File: config.mk
export PLATFORM = sky130hd
export DESIGN_NAME = sorted_priority_queue_top_flat
export DESIGN_NICKNAME = d
export VERILOG_FILES = /design/src/hdl/spq_pkg.sv /design/src/hdl/spq_if.sv /design/src/hdl/spq_ram.sv /design/src/hdl/sorted_priority_queue_top.sv /design/src/flat_wrapper.sv
export SDC_FILE = /design/constraint.sdc
export NUM_CORES = 1
export LEC_CHECK = 0
export BUFFER_PORTS_ARGS = -buffer_cell sky130_fd_sc_hd__buf_2
export CORE_MARGIN = 2
export CORE_UTILIZATION = 51
export DETAILED_ROUTE_END_ITERATION = 8
export PLACE_DENSITY = 0.73
export SLEW_MARGIN = 25
export SYNTH_ARGS = -nofsm -noshare
export SYNTH_HDL_FRONTEND = slang
export SYNTH_SLANG_ARGS = --single-unit
File: constraint.sdc
create_clock -name i_clk -period 6.26 [get_ports i_clk]
set_input_delay 0.626 -clock i_clk [delete_from_list [all_inputs] [get_ports i_clk]]
set_output_delay 0.626 -clock i_clk [all_outputs]
set_load 0.01 [all_outputs]
File: src/hdl/spq_pkg.sv
// Package for the sorted priority queue: request, response and entry types,
// request and status codes. No dependencies.
`default_nettype none

package spq_pkg;

    // request codes
    localparam logic REQ_INSERT = 1'b0;
    localparam logic REQ_PULL   = 1'b1;

    // status codes
    localparam logic [1:0] ST_OK    = 2'd0;
    localparam logic [1:0] ST_FULL  = 2'd1;
    localparam logic [1:0] ST_EMPTY = 2'd2;

    localparam int COUNT_OUT_W = 5;

    typedef struct packed {
        logic        req_type;
        logic [7:0]  priority_req;
        logic [15:0] patient_tag;
        logic [7:0]  ailment_tag;
        logic [7:0]  severity;
        logic [7:0]  time_criticality;
        logic [7:0]  contagiousness;
    } t_req;

    typedef struct packed {
        logic [1:0]             status;
        logic                   entry_valid;
        logic [7:0]             out_priority;
        logic [15:0]            out_patient;
        logic [7:0]             out_ailment;
        logic [7:0]             out_severity;
        logic [7:0]             out_time_crit;
        logic [7:0]             out_contagious;
        logic                   is_empty;
        logic [COUNT_OUT_W-1:0] entry_count;
    } t_rsp;

    // one stored queue entry, 56 bits
    typedef struct packed {
        logic [7:0]  prio;
        logic [15:0] patient;
        logic [7:0]  ailment;
        logic [7:0]  sev;
        logic [7:0]  tcrit;
        logic [7:0]  contag;
    } t_entry;

endpackage

`default_nettype wire

File: src/hdl/spq_if.sv
// Valid/ready channel interfaces for requests and responses.
// Depends on spq_pkg.
`default_nettype none

interface spq_req_if;
    import spq_pkg::*;
    logic valid;
    logic ready;
    t_req data;
    modport source (output valid, output data, input ready);
    modport sink (input valid, input data, output ready);
endinterface

interface spq_rsp_if;
    import spq_pkg::*;
    logic valid;
    logic ready;
    t_rsp data;
    modport source (output valid, output data, input ready);
    modport sink (input valid, input data, output ready);
endinterface

`default_nettype wire

File: src/hdl/spq_ram.sv
// Generic simple dual-port RAM: one write port, one read port with
// registered, enabled read data. No dependencies.
`default_nettype none

module spq_ram #(
    parameter int WIDTH = 56,
    parameter int DEPTH = 16
) (
    input  wire logic                     i_clk,
    input  wire logic                     i_wr_en,
    input  wire logic [$clog2(DEPTH)-1:0] i_wr_addr,
    input  wire logic [WIDTH-1:0]         i_wr_data,
    input  wire logic                     i_rd_en,
    input  wire logic [$clog2(DEPTH)-1:0] i_rd_addr,
    output logic      [WIDTH-1:0]         o_rd_data
);

    logic [WIDTH-1:0] r_mem [DEPTH];
    logic [WIDTH-1:0] r_rd_data;

    always_ff @(posedge i_clk) begin
        if (i_wr_en) begin
            r_mem[i_wr_addr] <= i_wr_data;
        end
        if (i_rd_en) begin
            r_rd_data <= r_mem[i_rd_addr];
        end
    end

    assign o_rd_data = r_rd_data;

endmodule

`default_nettype wire

File: src/hdl/sorted_priority_queue_top.sv
// Sorted priority queue top level: sequencer, circular entry store and
// output register. Depends on spq_pkg, spq_if and spq_ram.
//
//  Channel   Dir  Handshake              Carries
//  i_req     in   valid/ready (sink)     insert or pull request with entry fields
//  o_rsp     out  valid/ready (source)   status, reported entry, empty flag, count
//
// An insert walks the store with one comparator from the tail toward the head,
// one entry per cycle, moving each larger entry back by one slot through the
// single RAM write port.
// A pull, a full insert and a pull on empty read the head once and go straight to the output load.
// A synchronous reset empties the queue; store contents stay unwritten.
// A new request is taken while a response waits; its own response holds until
// the output register is free.
`default_nettype none

module sorted_priority_queue_top #(
    parameter int QUEUE_DEPTH = 16
) (
    input  wire logic  i_clk,
    input  wire logic  i_rst_n,
    spq_req_if.sink    i_req,
    spq_rsp_if.source  o_rsp
);

    import spq_pkg::*;

    localparam int IDX_W = $clog2(QUEUE_DEPTH);
    localparam int CNT_W = $clog2(QUEUE_DEPTH + 1);
    localparam int EXT_W = (CNT_W > COUNT_OUT_W) ? CNT_W : COUNT_OUT_W;
    localparam int ENT_W = $bits(t_entry);

    typedef enum logic [2:0] {
        S_IDLE,
        S_ISSUE,
        S_CMP,
        S_PLACE,
        S_FRONT,
        S_LOAD
    } t_state;

    t_state           r_state,     n_state;
    logic [IDX_W-1:0] r_head,      n_head;
    logic [IDX_W-1:0] r_tail,      n_tail;
    logic [IDX_W-1:0] r_rd,        n_rd;
    logic [CNT_W-1:0] r_count,     n_count;
    logic [CNT_W-1:0] r_left,      n_left;
    t_entry           r_new,       n_new;
    logic [1:0]       r_status,    n_status;
    logic             r_has,       n_has;
    logic             r_out_valid, n_out_valid;
    t_rsp             r_rsp,       n_rsp;

    logic             w_wr_en;
    logic [IDX_W-1:0] w_wr_addr;
    t_entry           w_wr_data;
    logic             w_rd_en;
    logic [IDX_W-1:0] w_rd_addr;
    logic [ENT_W-1:0] w_rd_bits;
    t_entry           w_rd_entry;
    t_entry           w_in_entry;
    logic [EXT_W-1:0] w_cnt_ext;

    function automatic logic [IDX_W-1:0] ptr_inc(input logic [IDX_W-1:0] p);
        logic [IDX_W-1:0] q;
        if (p == IDX_W'(QUEUE_DEPTH - 1)) begin
            q = '0;
        end else begin
            q = p + 1'b1;
        end
        return q;
    endfunction

    function automatic logic [IDX_W-1:0] ptr_dec(input logic [IDX_W-1:0] p);
        logic [IDX_W-1:0] q;
        if (p == '0) begin
            q = IDX_W'(QUEUE_DEPTH - 1);
        end else begin
            q = p - 1'b1;
        end
        return q;
    endfunction

    spq_ram #(
        .WIDTH (ENT_W),
        .DEPTH (QUEUE_DEPTH)
    ) u_store (
        .i_clk     (i_clk),
        .i_wr_en   (w_wr_en),
        .i_wr_addr (w_wr_addr),
        .i_wr_data (w_wr_data),
        .i_rd_en   (w_rd_en),
        .i_rd_addr (w_rd_addr),
        .o_rd_data (w_rd_bits)
    );

    assign w_rd_entry = t_entry'(w_rd_bits);

    assign w_in_entry.prio    = i_req.data.priority_req;
    assign w_in_entry.patient = i_req.data.patient_tag;
    assign w_in_entry.ailment = i_req.data.ailment_tag;
    assign w_in_entry.sev     = i_req.data.severity;
    assign w_in_entry.tcrit   = i_req.data.time_criticality;
    assign w_in_entry.contag  = i_req.data.contagiousness;

    assign w_cnt_ext = EXT_W'(r_count);

    assign i_req.ready = (r_state == S_IDLE);
    assign o_rsp.valid = r_out_valid;
    assign o_rsp.data  = r_rsp;

    always_comb begin
        n_state     = r_state;
        n_head      = r_head;
        n_tail      = r_tail;
        n_rd        = r_rd;
        n_count     = r_count;
        n_left      = r_left;
        n_new       = r_new;
        n_status    = r_status;
        n_has       = r_has;
        n_rsp       = r_rsp;
        n_out_valid = r_out_valid & ~o_rsp.ready;
        w_wr_en     = 1'b0;
        w_wr_addr   = r_rd;
        w_wr_data   = r_new;
        w_rd_en     = 1'b0;
        w_rd_addr   = r_head;

        unique case (r_state)
            S_IDLE: begin
                if (i_req.valid) begin
                    // read the head now; full insert and pull report it
                    w_rd_en = 1'b1;
                    n_new   = w_in_entry;
                    if (i_req.data.req_type == REQ_INSERT) begin
                        n_has = 1'b1;
                        if (r_count == CNT_W'(QUEUE_DEPTH)) begin
                            n_status = ST_FULL;
                            n_state  = S_LOAD;
                        end else if (r_count == '0) begin
                            n_status  = ST_OK;
                            w_wr_en   = 1'b1;
                            w_wr_addr = r_tail;
                            w_wr_data = w_in_entry;
                            n_tail    = ptr_inc(r_tail);
                            n_count   = r_count + 1'b1;
                            n_state   = S_FRONT;
                        end else begin
                            n_status = ST_OK;
                            n_rd     = ptr_dec(r_tail);
                            n_left   = r_count;
                            n_state  = S_ISSUE;
                        end
                    end else begin
                        if (r_count == '0) begin
                            n_status = ST_EMPTY;
                            n_has    = 1'b0;
                        end else begin
                            n_status = ST_OK;
                            n_has    = 1'b1;
                            n_head   = ptr_inc(r_head);
                            n_count  = r_count - 1'b1;
                        end
                        n_state = S_LOAD;
                    end
                end
            end
            S_ISSUE: begin
                w_rd_en   = 1'b1;
                w_rd_addr = r_rd;
                n_state   = S_CMP;
            end
            S_CMP: begin
                // prefetch the next entry toward the head
                w_rd_en   = 1'b1;
                w_rd_addr = ptr_dec(r_rd);
                w_wr_en   = 1'b1;
                w_wr_addr = ptr_inc(r_rd);
                if (w_rd_entry.prio > r_new.prio) begin
                    // move the larger entry back one slot
                    w_wr_data = w_rd_entry;
                    if (r_left == CNT_W'(1)) begin
                        n_state = S_PLACE;
                    end else begin
                        n_rd   = ptr_dec(r_rd);
                        n_left = r_left - 1'b1;
                    end
                end else begin
                    w_wr_data = r_new;
                    n_tail    = ptr_inc(r_tail);
                    n_count   = r_count + 1'b1;
                    n_state   = S_FRONT;
                end
            end
            S_PLACE: begin
                w_wr_en   = 1'b1;
                w_wr_addr = r_rd;
                w_wr_data = r_new;
                n_tail    = ptr_inc(r_tail);
                n_count   = r_count + 1'b1;
                n_state   = S_FRONT;
            end
            S_FRONT: begin
                w_rd_en = 1'b1;
                n_state = S_LOAD;
            end
            S_LOAD: begin
                // hold until the output register is free
                if (!r_out_valid || o_rsp.ready) begin
                    n_out_valid       = 1'b1;
                    n_rsp.status      = r_status;
                    n_rsp.entry_valid = r_has;
                    if (r_has) begin
                        n_rsp.out_priority   = w_rd_entry.prio;
                        n_rsp.out_patient    = w_rd_entry.patient;
                        n_rsp.out_ailment    = w_rd_entry.ailment;
                        n_rsp.out_severity   = w_rd_entry.sev;
                        n_rsp.out_time_crit  = w_rd_entry.tcrit;
                        n_rsp.out_contagious = w_rd_entry.contag;
                    end else begin
                        n_rsp.out_priority   = '0;
                        n_rsp.out_patient    = '0;
                        n_rsp.out_ailment    = '0;
                        n_rsp.out_severity   = '0;
                        n_rsp.out_time_crit  = '0;
                        n_rsp.out_contagious = '0;
                    end
                    n_rsp.is_empty    = (r_count == '0);
                    n_rsp.entry_count = w_cnt_ext[COUNT_OUT_W-1:0];
                    n_state           = S_IDLE;
                end
            end
            default: begin
                n_state = S_IDLE;
            end
        endcase
    end

    always_ff @(posedge i_clk) begin
        if (!i_rst_n) begin
            r_state     <= S_IDLE;
            r_head      <= '0;
            r_tail      <= '0;
            r_count     <= '0;
            r_out_valid <= 1'b0;
        end else begin
            r_state     <= n_state;
            r_head      <= n_head;
            r_tail      <= n_tail;
            r_count     <= n_count;
            r_out_valid <= n_out_valid;
        end
        r_rd     <= n_rd;
        r_left   <= n_left;
        r_new    <= n_new;
        r_status <= n_status;
        r_has    <= n_has;
        r_rsp    <= n_rsp;
    end

    // ---------------------------------------------------------------------
    a_count_bound: assert property (@(posedge i_clk) disable iff (!i_rst_n)
        r_count <= CNT_W'(QUEUE_DEPTH))
        else $error("stored count exceeds queue depth");

    a_walk_left: assert property (@(posedge i_clk) disable iff (!i_rst_n)
        (r_state == S_CMP) |-> (r_left != '0))
        else $error("compare step with no entries left to walk");

    a_pull_count: assert property (@(posedge i_clk) disable iff (!i_rst_n)
        (i_req.valid && i_req.ready && i_req.data.req_type == REQ_PULL && r_count != '0)
        |=> (r_count == CNT_W'($past(r_count) - 1'b1)))
        else $error("pull did not remove one entry");

    a_empty_status: assert property (@(posedge i_clk) disable iff (!i_rst_n)
        (o_rsp.valid && !o_rsp.data.entry_valid) |-> (o_rsp.data.status == ST_EMPTY))
        else $error("response without entry but status is not empty");

endmodule

`default_nettype wire

File: src/flat_wrapper.sv
// flat-port wrapper written by rule: the top's interface ports become plain ports
module sorted_priority_queue_top_flat import spq_pkg::*;
#(
    parameter int QUEUE_DEPTH = 16
)
  (i_clk, i_rst_n, i_req_valid, i_req_data, i_req_ready, o_rsp_valid, o_rsp_data, o_rsp_ready);
  spq_req_if i_req_i ();
  spq_rsp_if o_rsp_i ();
  input  wire logic i_clk;
  input  wire logic i_rst_n;
  input wire logic [$bits(i_req_i.valid)-1:0] i_req_valid;
  input wire logic [$bits(i_req_i.data)-1:0] i_req_data;
  output wire logic [$bits(i_req_i.ready)-1:0] i_req_ready;
  output wire logic [$bits(o_rsp_i.valid)-1:0] o_rsp_valid;
  output wire logic [$bits(o_rsp_i.data)-1:0] o_rsp_data;
  input wire logic [$bits(o_rsp_i.ready)-1:0] o_rsp_ready;
  assign i_req_i.valid = i_req_valid;
  assign i_req_i.data = i_req_data;
  assign i_req_ready = i_req_i.ready;
  assign o_rsp_valid = o_rsp_i.valid;
  assign o_rsp_data = o_rsp_i.data;
  assign o_rsp_i.ready = o_rsp_ready;
  sorted_priority_queue_top #(.QUEUE_DEPTH(QUEUE_DEPTH)) u_core (.i_clk(i_clk), .i_rst_n(i_rst_n), .i_req(i_req_i), .o_rsp(o_rsp_i));
endmodule
### After elaboration in Yosys (flattened, before gate mapping)

Memory sizes are Yosys's and may differ from the RTL's. A register that Yosys moved wholly into a read port is not among the register bits.
Cells that the tools add are included.

* flip-flop bits (word level): 150
* bits in writable memories: 896
* input bits: 61
* output and inout port bits: 67
* logic and storage cells: 145
* memories: 1

Memory list
* u_core.u_store.r_mem: words 16, width 56, read ports 1, clocked after Yosys merged registers in 1, wr ports 1, line spq_ram.sv:18 `logic [WIDTH-1:0] r_mem [DEPTH];`

* add/subtract/negate cells: 8
* order comparisons: 1
* eq/ne operators: 23
* muxes and demuxes: 67
* bitwise logic cells: 3
* reductions and logical operators: 17

Operators with widths (number)
* 56-bit 2-to-1 mux: 5
* 56-bit one-hot mux with 2 select lines: 1
* 4-bit 2-to-1 mux: 20
* 5-bit 2-to-1 mux: 12
* 4-bit one-hot mux with 2 select lines: 3
* 3-bit 2-to-1 mux: 7
* 3-bit one-hot mux with 6 select lines: 1
* 5-bit one-hot mux with 3 select lines: 1
* 4-bit by 1-bit adder with 4-bit output, second input constant: 3
* 4-bit == test, second input constant: 3
* 2-bit != test, second input constant: 6
* 4-bit one-hot mux with 3 select lines: 1
* 6-bit AND reduction: 2
* 1-bit 2-to-1 mux: 11
* 5-bit one-hot mux with 2 select lines: 1
* 5-bit by 1-bit subtractor with 5-bit output, second input constant: 2
* 3-bit != test, second input constant: 3
* 8-bit greater-than comparator: 1
* 4-bit logical NOT: 2
* 4-bit by 1-bit subtractor with 4-bit output, second input constant: 2
* 7-bit AND reduction: 1
* 3-bit by 2-bit == test with 1-bit output, second input constant: 2
* 3-bit == test, second input constant: 2
* 2-bit by 1-bit != test with 1-bit output, second input constant: 3
* other kinds (20): 24

### Logic depth before layout (Yosys ltp)

Gate-level depths: netlist of the first run.

* word-level depth: 8
* mapped depth: 12
* gate-level depth less buffers: 8

### By module

From an unflattened synthesis of the first run, not the netlist that was laid out.

* cell total of the unflattened synthesis: 2043
* area, all modules: 42582.1 sq um

By module, submodules not included
* spq_ram: instances 1, cells an instance 1445, area each 35238.8 sq um, sequential area each 28587.4 sq um
* sorted_priority_queue_top: instances 1, cells an instance 598, area each 7343.3 sq um, sequential area each 4334.2 sq um

### Worst setup path after synthesis of the first run

No wires, ideal clock.

* path kind: flip-flop to flip-flop
* from: reg u_core.r_state[2]
* to: reg u_core.r_rsp, in the netlist u_core.o_rsp.data[0], enable pin
* setup time: 0.568 ns
* data arrival time: 5.413 ns
* setup slack: 0.279 ns
* stages on the path, launching flop included: 5
* clock period less this slack: 5.981 ns
* cell sequence: dfxtp_1 > clkbuf_1 > clkbuf_1 > nand2_1 > nor3_1

* longest elaborated chain between the ends: 2

RTL lines
* start, declared: line sorted_priority_queue_top.sv:42 `t_state r_state, n_state;`
* start signal, assigned: line sorted_priority_queue_top.sv:248 `r_state <= n_state;`
* 3-bit == test: line sorted_priority_queue_top.sv:130 `unique case (r_state)`
* 2-bit AND reduction (no source line)
* end signal, assigned: line sorted_priority_queue_top.sv:259 `r_rsp <= n_rsp;`
* end, declared: line sorted_priority_queue_top.sv:52 `t_rsp r_rsp, n_rsp;`

No other way between the ends.
A chain may end at the register's enable or synchronous reset.

### Final worst setup path of the first run

* from: reg u_core.r_state[2]
* to: mem u_core.u_store.r_mem[6][36], enable pin

* longest elaborated chain between the ends: 5
* elaborated cells on any way between the ends: 8

RTL lines
* 3-bit by 2-bit == test with 1-bit output: line sorted_priority_queue_top.sv:130
* 2-bit OR reduction (no source line)
* 1-bit one-hot mux with 2 select lines: line sorted_priority_queue_top.sv:130
* 1-bit 2-to-1 mux: line spq_ram.sv:22 `if (i_wr_en) begin`
* 1-bit 2-to-1 mux (not written as such): line spq_ram.sv:23 `r_mem[i_wr_addr] <= i_wr_data;`
* end, declared: line spq_ram.sv:18

Parallel ways exist; a longest one is shown, timed or not.

==> results.toml, run 1 <==
[timing]
setup_viol = 0
clock_skew_ns = 0.0315
fin_tns_setup_ns = 0
period_share_pct = 76.8
maxSlewViolCount = 0
rsz0062_at_grt = "no"
maxSlewHeadroom_pct = 28.2
post-route-min-period_ns = 4.81
hold_viol = 0
fmax_mhz = 208
tightest_slew_ns = 1.08

[final_layout]
final_cell_area_um2 = 48800
fillers = 6061
syn_to_final_growth_pct = 13.5
nNetsFinal = 2683
antenna_cells = 0
drive_above_1_share_pct = 15.6

[setup_path]
cpMaxStageDelayCell = "dfxtp_1"
required_ns = 6.60
max_stage_delay_ns = 1.00
worstSetupStartpointType = "flop"
reg2reg_depth = 7
critical_path_class = "reg2reg"
cp_cell_sequence = "or2_2, nor3_1, o2bb2ai_1, a221oi_1, nand2_1, nor2_4, buf_4"
worstPathArrival_ns = 5.14
reg2reg_slack_ns = 1.45
r2r_start = "u_core.r_state[2]"
path_max_fanout = 31
regToRegEndpoint = "u_core.u_store.r_mem[6][36]"
end_kind = "flop"

[placed_design]
placed_cell_area_um2 = 45200
post-dp-hpwl_mm = 55.4
port_buffers = 127
gp_congestion = 0.857

[global_routing]
track_usage_pct = 23.0
grt_start_max_net_pins = 69
met1_usage_pct = 31.9
grt_pass1_vias = 23200
use_met3_pct = 4.20
grt_pass1_wl_mm = 148
busiest_layer = "met2"
overflow = 0
use_met2_pct = 37.0
grt_antenna_before_repair = 2

[cts]
cts.sink_count = 1102
post_cts_buffers = 0
holdBufCountCts = 0
cts_resized = 0
cts_made_buffers = 106
clkLatencyLatePin_ns = 0.67
htreeDepth = 3
cts_root_buf = "clkbuf_16"
clock_path_buffers = 3
clkTransAtPathRegs_ns = 0.06
cts_tree = "built"

[synth]
netlist_area_um2 = 43000
yosysMostFrequentCell = "edfxtp_1"
ys_seq_elements = 1102
syn_nets = 2531
yosys_warnings = 0
netlist_instances = 2451
async_reset_ff_share_pct = 0
synth_top_area_share_pct = 75.8
synth.avg_cell_area_um2 = 17.5
synth_cell_type_count = 58
yosys-top-cells-area = "edfxtp_1 (76%), mux2i_1 (11%), o22ai_1 (3.3%), o2bb2ai_1 (1.2%), or4_1 (1.0%)"
synth_top_flop_cell = "edfxtp_1"
netlist_top_cells_count = "edfxtp_1 (1085), mux2i_1 (452), o22ai_1 (225)"
yosysSeqAreaShare_pct = 76.6
synth_edf_count = 1085
yosys.area.top_type = "edfxtp_1"

[drt]
wl_per_cell_um = 26.9
via_per_inst = 6.25
vias = 23600
dr.pass1.iters = 6
first_iter_violations = 2548
drc = 0
antenna_left = 0
wirelength_mm = 101

[die]
start_util_pct = 51.5
die_h_um = 294
rows = 106
ios = 128
coreArea_um2 = 83600
die_w_um = 294
dieArea_um2 = 86600

[pwr]
vdd_drop_max_v = 0.000396
p_per_area_nw_per_um2 = 497
p_leak_nw = 15.6

[outcome]
outcome = "completed"

[run]
drv_cap = 0

[worst_hold_path]
min_path_cells = 1
min_from = "i_req_data[29]"
min_to = "u_core.r_new[29]"
hold_class = "in2reg"
==> where the power goes <==
group,internal [mW],switching (mW),total [mW]
registers,10.1,0.467,10.6
logic,2.56,4.93,7.49
clock network,3.47,2.68,6.14
total,16.2,8.07,24.2
==> layout by cell type (no fill, tap or decap), drive strengths merged, types with 8 or more instances in the layout <==
| cell | n |
|---|---|
| o2bb2ai | 58 |
| mux2i | 452 |
| and2 | 58 |
| buf | 190 |
| o22ai | 225 |
| or3 | 8 |
| edfxtp | 1085 |
| o21ai | 24 |
| bufinv | 8 |
| inv | 35 |
| nand3 | 22 |
| a21oi | 30 |
| a22oi | 56 |
| nor3 | 18 |
| ha | 19 |
| clkbuf | 129 |
| dfxtp | 17 |
| or4 | 57 |
| nor2 | 35 |
| nand2 | 30 |
| clkinv | 47 |
==> routing by layer <==
layer / up-vias / wire length (µm)
li1: 10200 / -
met1: 12000 / 41000
met2: 1118 / 48400
met3: 181 / 9080
met4: 2 / 2690
met5: - / 11
==> critical path, delay by kind of cell, from the launching register on <==
| family | cells | cell delay, ns |
|---|---|---|
| AND/OR/NAND/NOR | 4 | 2.36 |
| AO/OA/AOI/OAI | 2 | 0.68 |
| flip-flops | 1 | 1.00 |
| buffers and inverters | 1 | 0.42 |
==> flip-flops by register name, summed over array words and instances, names as in the netlist <==
signal                    cells
u_core.o_rsp.data            65
u_core.o_rsp.valid            1
u_core.r_count                5
u_core.r_has                  1
u_core.r_head                 4
u_core.r_left                 5
u_core.r_new                 56
u_core.r_rd                   4
u_core.r_state                3
u_core.r_status               2
u_core.r_tail                 4
u_core.u_store.o_rd_data     56
u_core.u_store.r_mem        896
==> how the worst max path moves through the flow <==
stage | start | end | slack, ns | cells past startpoint
final | u_core.r_state[2] | u_core.u_store.r_mem[6][36] | 1.45 | 7
after global routing | u_core.r_state[2] | u_core.u_store.r_mem[6][34] | 1.18 | 7
after CTS | u_core.r_state[2] | u_core.u_store.r_mem[6][38] | 1.67 | 7
after detailed placement | u_core.r_state[2] | u_core.u_store.r_mem[6][38] | 1.66 | 7
after global placement | u_core.r_state[2] | u_core.u_store.r_mem[7][40] | 1.80 | 7
after floorplan | u_core.r_state[2] | u_core.o_rsp.data[0] | 0.28 | 4
==> layout make-up <==
cell class / count / area [µm²] / area share (%)
Clock buffer: 128 / 2760 / 5.65
Multi-Input combinational cell: 1174 / 9790 / 20.1
Clock inverter: 66 / 563 / 1.15
Timing Repair Buffer: 191 / 1320 / 2.69
Inverter: 28 / 105 / 0.215
Tap cell: 1080 / 1350 / 2.77
Sequential cell: 1102 / 32900 / 67.5
==> through the flow <==
step / utilization, % / total power, mW / cells / hold slack, ns / setup WS, ns
detailed placement: 54.1 / 18.0 / 3572 / 0.406 / 1.66
global placement: 53.9 / 17.7 / 3569 / 0.406 / 1.80
CTS: 58.1 / 24.1 / 3766 / 0.113 / 1.67
floorplan: - / 15.5 / 2451 / 0.400 / 0.279
global route: 58.4 / 25.1 / 3769 / 0.130 / 1.18
finish: 58.4 / 24.2 / 3769 / 0.144 / 1.45
==> cells by family (layout without fill, tap and decap cells) <==
group / after synthesis / after routing / synth area share (%)
xor gates and xnor gates: 6 / 6 / 0.122
muxes: 452 / 452 / 10.5
adders and majority gates: 19 / 19 / 0.553
AOI/OAI and AO/OA: 433 / 433 / 6.82
DFF: 1102 / 1102 / 76.6
and+or+nand+nor: 264 / 264 / 3.61
buffers and inverters: 175 / 413 / 1.80
No activity file was read; power rests on OpenSTA's default activity.
==> run 2: changes to the inputs <==
--- a/config.mk
+++ b/config.mk
@@ -9,7 +9,7 @@
 export CORE_MARGIN = 2
 export CORE_UTILIZATION = 51
 export DETAILED_ROUTE_END_ITERATION = 8
-export PLACE_DENSITY = 0.73
+export PLACE_DENSITY = 0.7
 export SLEW_MARGIN = 25
 export SYNTH_ARGS = -nofsm -noshare
 export SYNTH_HDL_FRONTEND = slang
==> constraint.sdc (replaced) <==
create_clock -name i_clk -period 4.6 [get_ports i_clk]
set_input_delay 0.46 -clock i_clk [delete_from_list [all_inputs] [get_ports i_clk]]
set_output_delay 0.46 -clock i_clk [all_outputs]
set_load 0.01 [all_outputs]
==> run 2 against run 1 <==
Global-route usage is 1.5 points higher; hold slack lost 0.12 ns; wire length is 5.7% higher; power grew 39%; clock skew fell by 0.0066 ns; count of clock-buffer cells in the layout grew 3; combinational power increased by 46%; sequential share of layout area down 1.3 points; final area rose by 2.0%; die area stayed put; critical path depth up 2; critical endpoint is now u_core.u_store.r_mem[0][50].
==> results.toml, run 2 (synthesis gave the netlist of run 1 again) <==
[run]
drv_cap = 0

[final_layout]
final_cell_area_um2 = 49800
instances_no_fill = 3845
final_core_util_pct = 59.6
top_register = "u_core.u_store.r_mem"
largest_reg_flops = 896
nNetsFinal = 2763
mostFrequentLayoutCell = "edfxtp_1"
drive_above_1_share_pct = 16.2
syn_to_final_growth_pct = 15.8
antenna_cells = 0
mostFrequentLayoutCells = "edfxtp_1 (1085), mux2i_1 (452), o22ai_1 (225)"

[setup_path]
critical_path_class = "reg2reg"
endpoint = "u_core.u_store.r_mem[0][50]"
reg2reg_slack_ns = 0.57
cp_cell_sequence = "inv_1, ha_1, or4b_1, o21ai_0, a21boi_0, a311oi_1, nand2_1, nor2_4, buf_12"
required_ns = 4.92
r2r_start = "u_core.r_count[1]"
path_max_fanout = 36
cpMaxStageDelayCell = "nor2_4"
worstSetupStartpointType = "flop"
worstPathArrival_ns = 4.35
max_stage_delay_ns = 0.80
critPathLaunch = "u_core.r_count[1]"
end_kind = "flop"
reg2reg_depth = 9
regToRegEndpoint = "u_core.u_store.r_mem[0][50]"

[global_routing]
grt_pass1_wl_mm = 156
grt_pass1_vias = 23800
overflow = 0
track_usage_pct = 24.5
grt_start_max_net_pins = 66
grt_antenna_before_repair = 2

[cts]
cts_tree = "built"
post_cts_buffers = 0
cts_resized = 0
htreeDepth = 3
cts.sink_count = 1102
clkTransAtPathRegs_ns = 0.06
cts_made_buffers = 105
holdBufCountCts = 34
clock_path_buffers = 3
clkLatencyLatePin_ns = 0.66
cts_root_buf = "clkbuf_16"

[placed_design]
post-dp-hpwl_mm = 56.4
placed_cell_area_um2 = 45900
dp_slack_ns = 0.733
dp_cells = 3621
gp_congestion = 0.847
port_buffers = 127

[timing]
maxSlewViolCount = 0
maxSlewHeadroom_pct = 27.7
setup_viol = 0
fmax_mhz = 248
post-route-min-period_ns = 4.03
tightest_slew_ns = 1.08
rsz0062_at_grt = "no"
hold_viol = 0
clock_skew_ns = 0.0249
period_share_pct = 87.6
finalWorstSetupSlack_ns = 0.568

[die]
rows = 106
die_w_um = 294
coreArea_um2 = 83600
dieArea_um2 = 86600
ios = 128
start_util_pct = 51.5
die_h_um = 294

[drt]
antenna_left = 0
dr.pass1.iters = 5
drc = 0
first_iter_violations = 2689
wl_per_cell_um = 27.8
vias = 24000
wirelength_mm = 107
via_per_inst = 6.24

[pwr]
power_mw = 33.7
vdd_drop_max_v = 0.000395
p_per_area_nw_per_um2 = 676
p_leak_nw = 16.0

[worst_hold_path]
hold_class = "in2reg"

[outcome]
outcome = "completed"
==> run 2: through the flow <==
| stage | hold slack [ns] | TNS (ns) |
|---|---|---|
| final | 0.0219 | 0 |
| after floorplan | 0.400 | -199.59 |
| after CTS | 0.000246 | 0 |
| after global routing | 0.00539 | 0 |
| after detailed placement | 0.410 | 0 |
| after global placement | 0.406 | 0 |
==> run 2: metal layers <==
layer  wire length, µm  vias to the layer above  GRT usage (%)  share of wire, %
li1                  -                    10400              -                 -
met1             43500                    12200           34.9                41
met4              2660                        2           7.49               2.5
met5                13                        -              0             0.012
met3              9930                      171           3.59               9.3
met2             50900                     1250           39.5                48
==> run 2: worst min path at each step <==
stage                                   from               endpoint  depth (start not counted)
after floorplan           u_core.r_status[0]  u_core.o_rsp.data[63]                          0
after global placement    u_core.r_status[0]  u_core.o_rsp.data[63]                          0
after detailed placement  u_core.r_status[0]  u_core.o_rsp.data[63]                          0
after CTS                     i_req_data[32]       u_core.r_new[32]                          1
after global routing          i_req_data[13]       u_core.r_new[13]                          1
final                         i_req_data[32]       u_core.r_new[32]                          1
==> run 2: report_power, final <==
part / switching (mW) / internal [mW] / leakage, nW
combinational: 6.97 / 3.97 / 4.41
clock: 3.60 / 4.87 / 1.62
sequential: 0.507 / 13.8 / 10.0
==> run 2: critical path, delay by kind of cell, from the launching register on <==
kind | cells | cell delay, ns
compound gates | 3 | 0.86
simple gates | 3 | 1.73
fa+ha+maj | 1 | 0.20
buf+inv | 2 | 0.50
flops | 1 | 0.37
==> run 2: area by class of cell <==
type                            instances  area, µm²
Clock inverter                         58        586
Multi-Input combinational cell       1174       9640
Sequential cell                      1102      32900
Clock buffer                          131       2770
Fill cell                            5984      33800
Inverter                               28        105
Tap cell                             1080       1350
Timing Repair Buffer                  272       2420
==> run 3: changes to the inputs <==
--- a/config.mk
+++ b/config.mk
@@ -9,7 +9,9 @@
 export CORE_MARGIN = 2
 export CORE_UTILIZATION = 51
 export DETAILED_ROUTE_END_ITERATION = 8
+export GPL_TIMING_DRIVEN = 0
 export PLACE_DENSITY = 0.7
+export REMOVE_ABC_BUFFERS = 1
 export SLEW_MARGIN = 25
 export SYNTH_ARGS = -nofsm -noshare
 export SYNTH_HDL_FRONTEND = slang
==> run 3 against run 2 <==
Via count grew 3.0%; final cell count grew 1.0%; utilization grew 2.1 points; wire length grew 5.2%; sequential share of layout area shrank 2.3 points; clock power grew 3.2%; maximum frequency shrank 9.6%; sequential power is essentially flat; first-iteration DRC count grew 25%; non-clock buffer count grew 31; critical path depth grew 4.
==> results.toml, run 3 (synthesis gave the netlist of run 1 again) <==
[drt]
via_per_inst = 6.36
vias = 24700
wirelength_mm = 113
dr.pass1.iters = 6
first_iter_violations = 3350
drc = 0
antenna_left = 0
wl_per_cell_um = 29.0

[outcome]
outcome = "completed"

[pwr]
power_mw = 34.7
p_per_area_nw_per_um2 = 672
vdd_drop_max_v = 0.000604
p_leak_nw = 16.8

[die]
die_w_um = 294
start_util_pct = 51.5
dieArea_um2 = 86600
rows = 106
coreArea_um2 = 83600
die_h_um = 294
ios = 128

[cts]
cts.sink_count = 1102
clock_path_buffers = 3
cts_root_buf = "clkbuf_16"
clkLatencyLatePin_ns = 0.68
clkTransAtPathRegs_ns = 0.07
cts_tree = "built"
htreeDepth = 3
cts_made_buffers = 104

[placed_design]
port_buffers = 127
dp_cells = 3636
gp_congestion = 0.796
dp_slack_ns = -0.315
placed_cell_area_um2 = 47300
post-dp-hpwl_mm = 68.5

[global_routing]
overflow = 0
grt_pass1_vias = 24500
grt_antenna_before_repair = 5
grt_pass1_wl_mm = 160
track_usage_pct = 25.4
grt_start_max_net_pins = 39

[final_layout]
largest_reg_flops = 896
top_register = "u_core.u_store.r_mem"
mostFrequentLayoutCells = "edfxtp_1 (1085), mux2i_1 (452), o22ai_1 (225)"
mostFrequentLayoutCell = "edfxtp_1"
syn_to_final_growth_pct = 19.9
antenna_cells = 0
instances_no_fill = 3885
final_core_util_pct = 61.7
nNetsFinal = 2795
drive_above_1_share_pct = 17.8
final_cell_area_um2 = 51600

[setup_path]
r2r_start = "u_core.r_rd[1]"
path_max_fanout = 38
cpMaxStageDelayCell = "or4_1"
reg2reg_depth = 13
cp_cell_sequence = "inv_1, ha_1, or3b_2, a211o_1, nand3_4, buf_12, buf_16, buf_16, buf_12, buf_16, mux2i_1, o22ai_1, or4_1"
max_stage_delay_ns = 0.58
worstSetupStartpointType = "flop"
regToRegEndpoint = "u_core.u_store.o_rd_data[29]"
worst-path-buf-inv = 6
worstPathArrival_ns = 4.85
end_kind = "flop"
reg2reg_slack_ns = 0.14
required_ns = 4.99
cpMostUsedCell = "buf_16"
critical_path_class = "reg2reg"
path_delay_family = "buffers and inverters"

[timing]
fin_tns_setup_ns = 0
clock_skew_ns = 0.0344
fmax_mhz = 224
post-route-min-period_ns = 4.46
setup_viol = 0
rsz0062_at_grt = "no"
hold_viol = 0
finalWorstSetupSlack_ns = 0.140
tightest_slew_ns = 1.10
maxSlewHeadroom_pct = 26.5
whs_ns = 0.0149
maxSlewViolCount = 0
period_share_pct = 96.9

[worst_hold_path]
hold_class = "in2reg"
min_from = "i_req_data[0]"
min_path_cells = 1
min_to = "u_core.r_new[0]"

[run]
drv_cap = 0
==> run 3: cell types whose count changed in the layout (fill, tap and decap cells not counted), sizes merged, moves of 3 or more <==
cell | before | now
dlygate4sd3 | 34 | 43
buf | 238 | 258
clkinvlp | 7 | 4
clkbuf | 131 | 124
clkinv | 38 | 57
==> run 3: worst max-delay path by stage <==
stage	from	end	slack (ns)	cells past startpoint
finish	u_core.r_rd[1]	u_core.u_store.o_rd_data[29]	0.14	13
global route	u_core.r_rd[1]	u_core.u_store.o_rd_data[29]	0.009	13
CTS	u_core.r_state[2]	u_core.u_store.r_mem[6][29]	0.02	11
detailed placement	u_core.r_rd[0]	u_core.u_store.o_rd_data[29]	-0.32	13
global placement	u_core.r_state[1]	u_core.u_store.r_mem[4][52]	-25.78	4
floorplan	u_core.r_state[1]	u_core.u_store.o_rd_data[0]	-15.26	6
==> run 3: layer usage <==
metal / wire, µm / GRT usage (%)
met5: 34 / 0
met3: 10700 / 4.19
met2: 53900 / 41.3
met4: 3680 / 9.37
met1: 44300 / 34.8
==> run 3: layout make-up <==
type	instances	area (µm²)
repair buffers	303	3930
fillers	5712	32000
multi-input cells	1176	9760
flip-flops and latches	1102	32900
clock inverters	74	762
clock buffers	122	2730
well taps	1080	1350
inverters	28	105
==> run 3: worst reg2reg max path: cells and delay by family (launching register included) <==
kind	cells	cell delay, ns
multiplexers	1	0.28
AND/OR/NAND/NOR	3	1.21
AO/OA/AOI/OAI	2	0.52
adder cells (fa/ha/maj)	1	0.23
buffers and inverters	6	1.43
flip-flops	1	0.52
==> run 3: where the power goes <==
| group | total, mW | internal (mW) | switching [mW] |
|---|---|---|---|
| combinational | 11.6 | 4.33 | 7.28 |
| clock | 8.74 | 5.00 | 3.74 |
| sequential | 14.3 | 13.8 | 0.551 |
| total | 34.7 | 23.1 | 11.6 |
==> run 3: timing repair <==
action                                  4_1_cts  5_1_grt
hold buffers                                 43        0
resized for setup                             3        1
pin swaps                                     1        2
hold endpoints to repair                     43        0
cloned                                        2        2
setup buffers                                 2        3
endpoints found under the setup margin      155       70
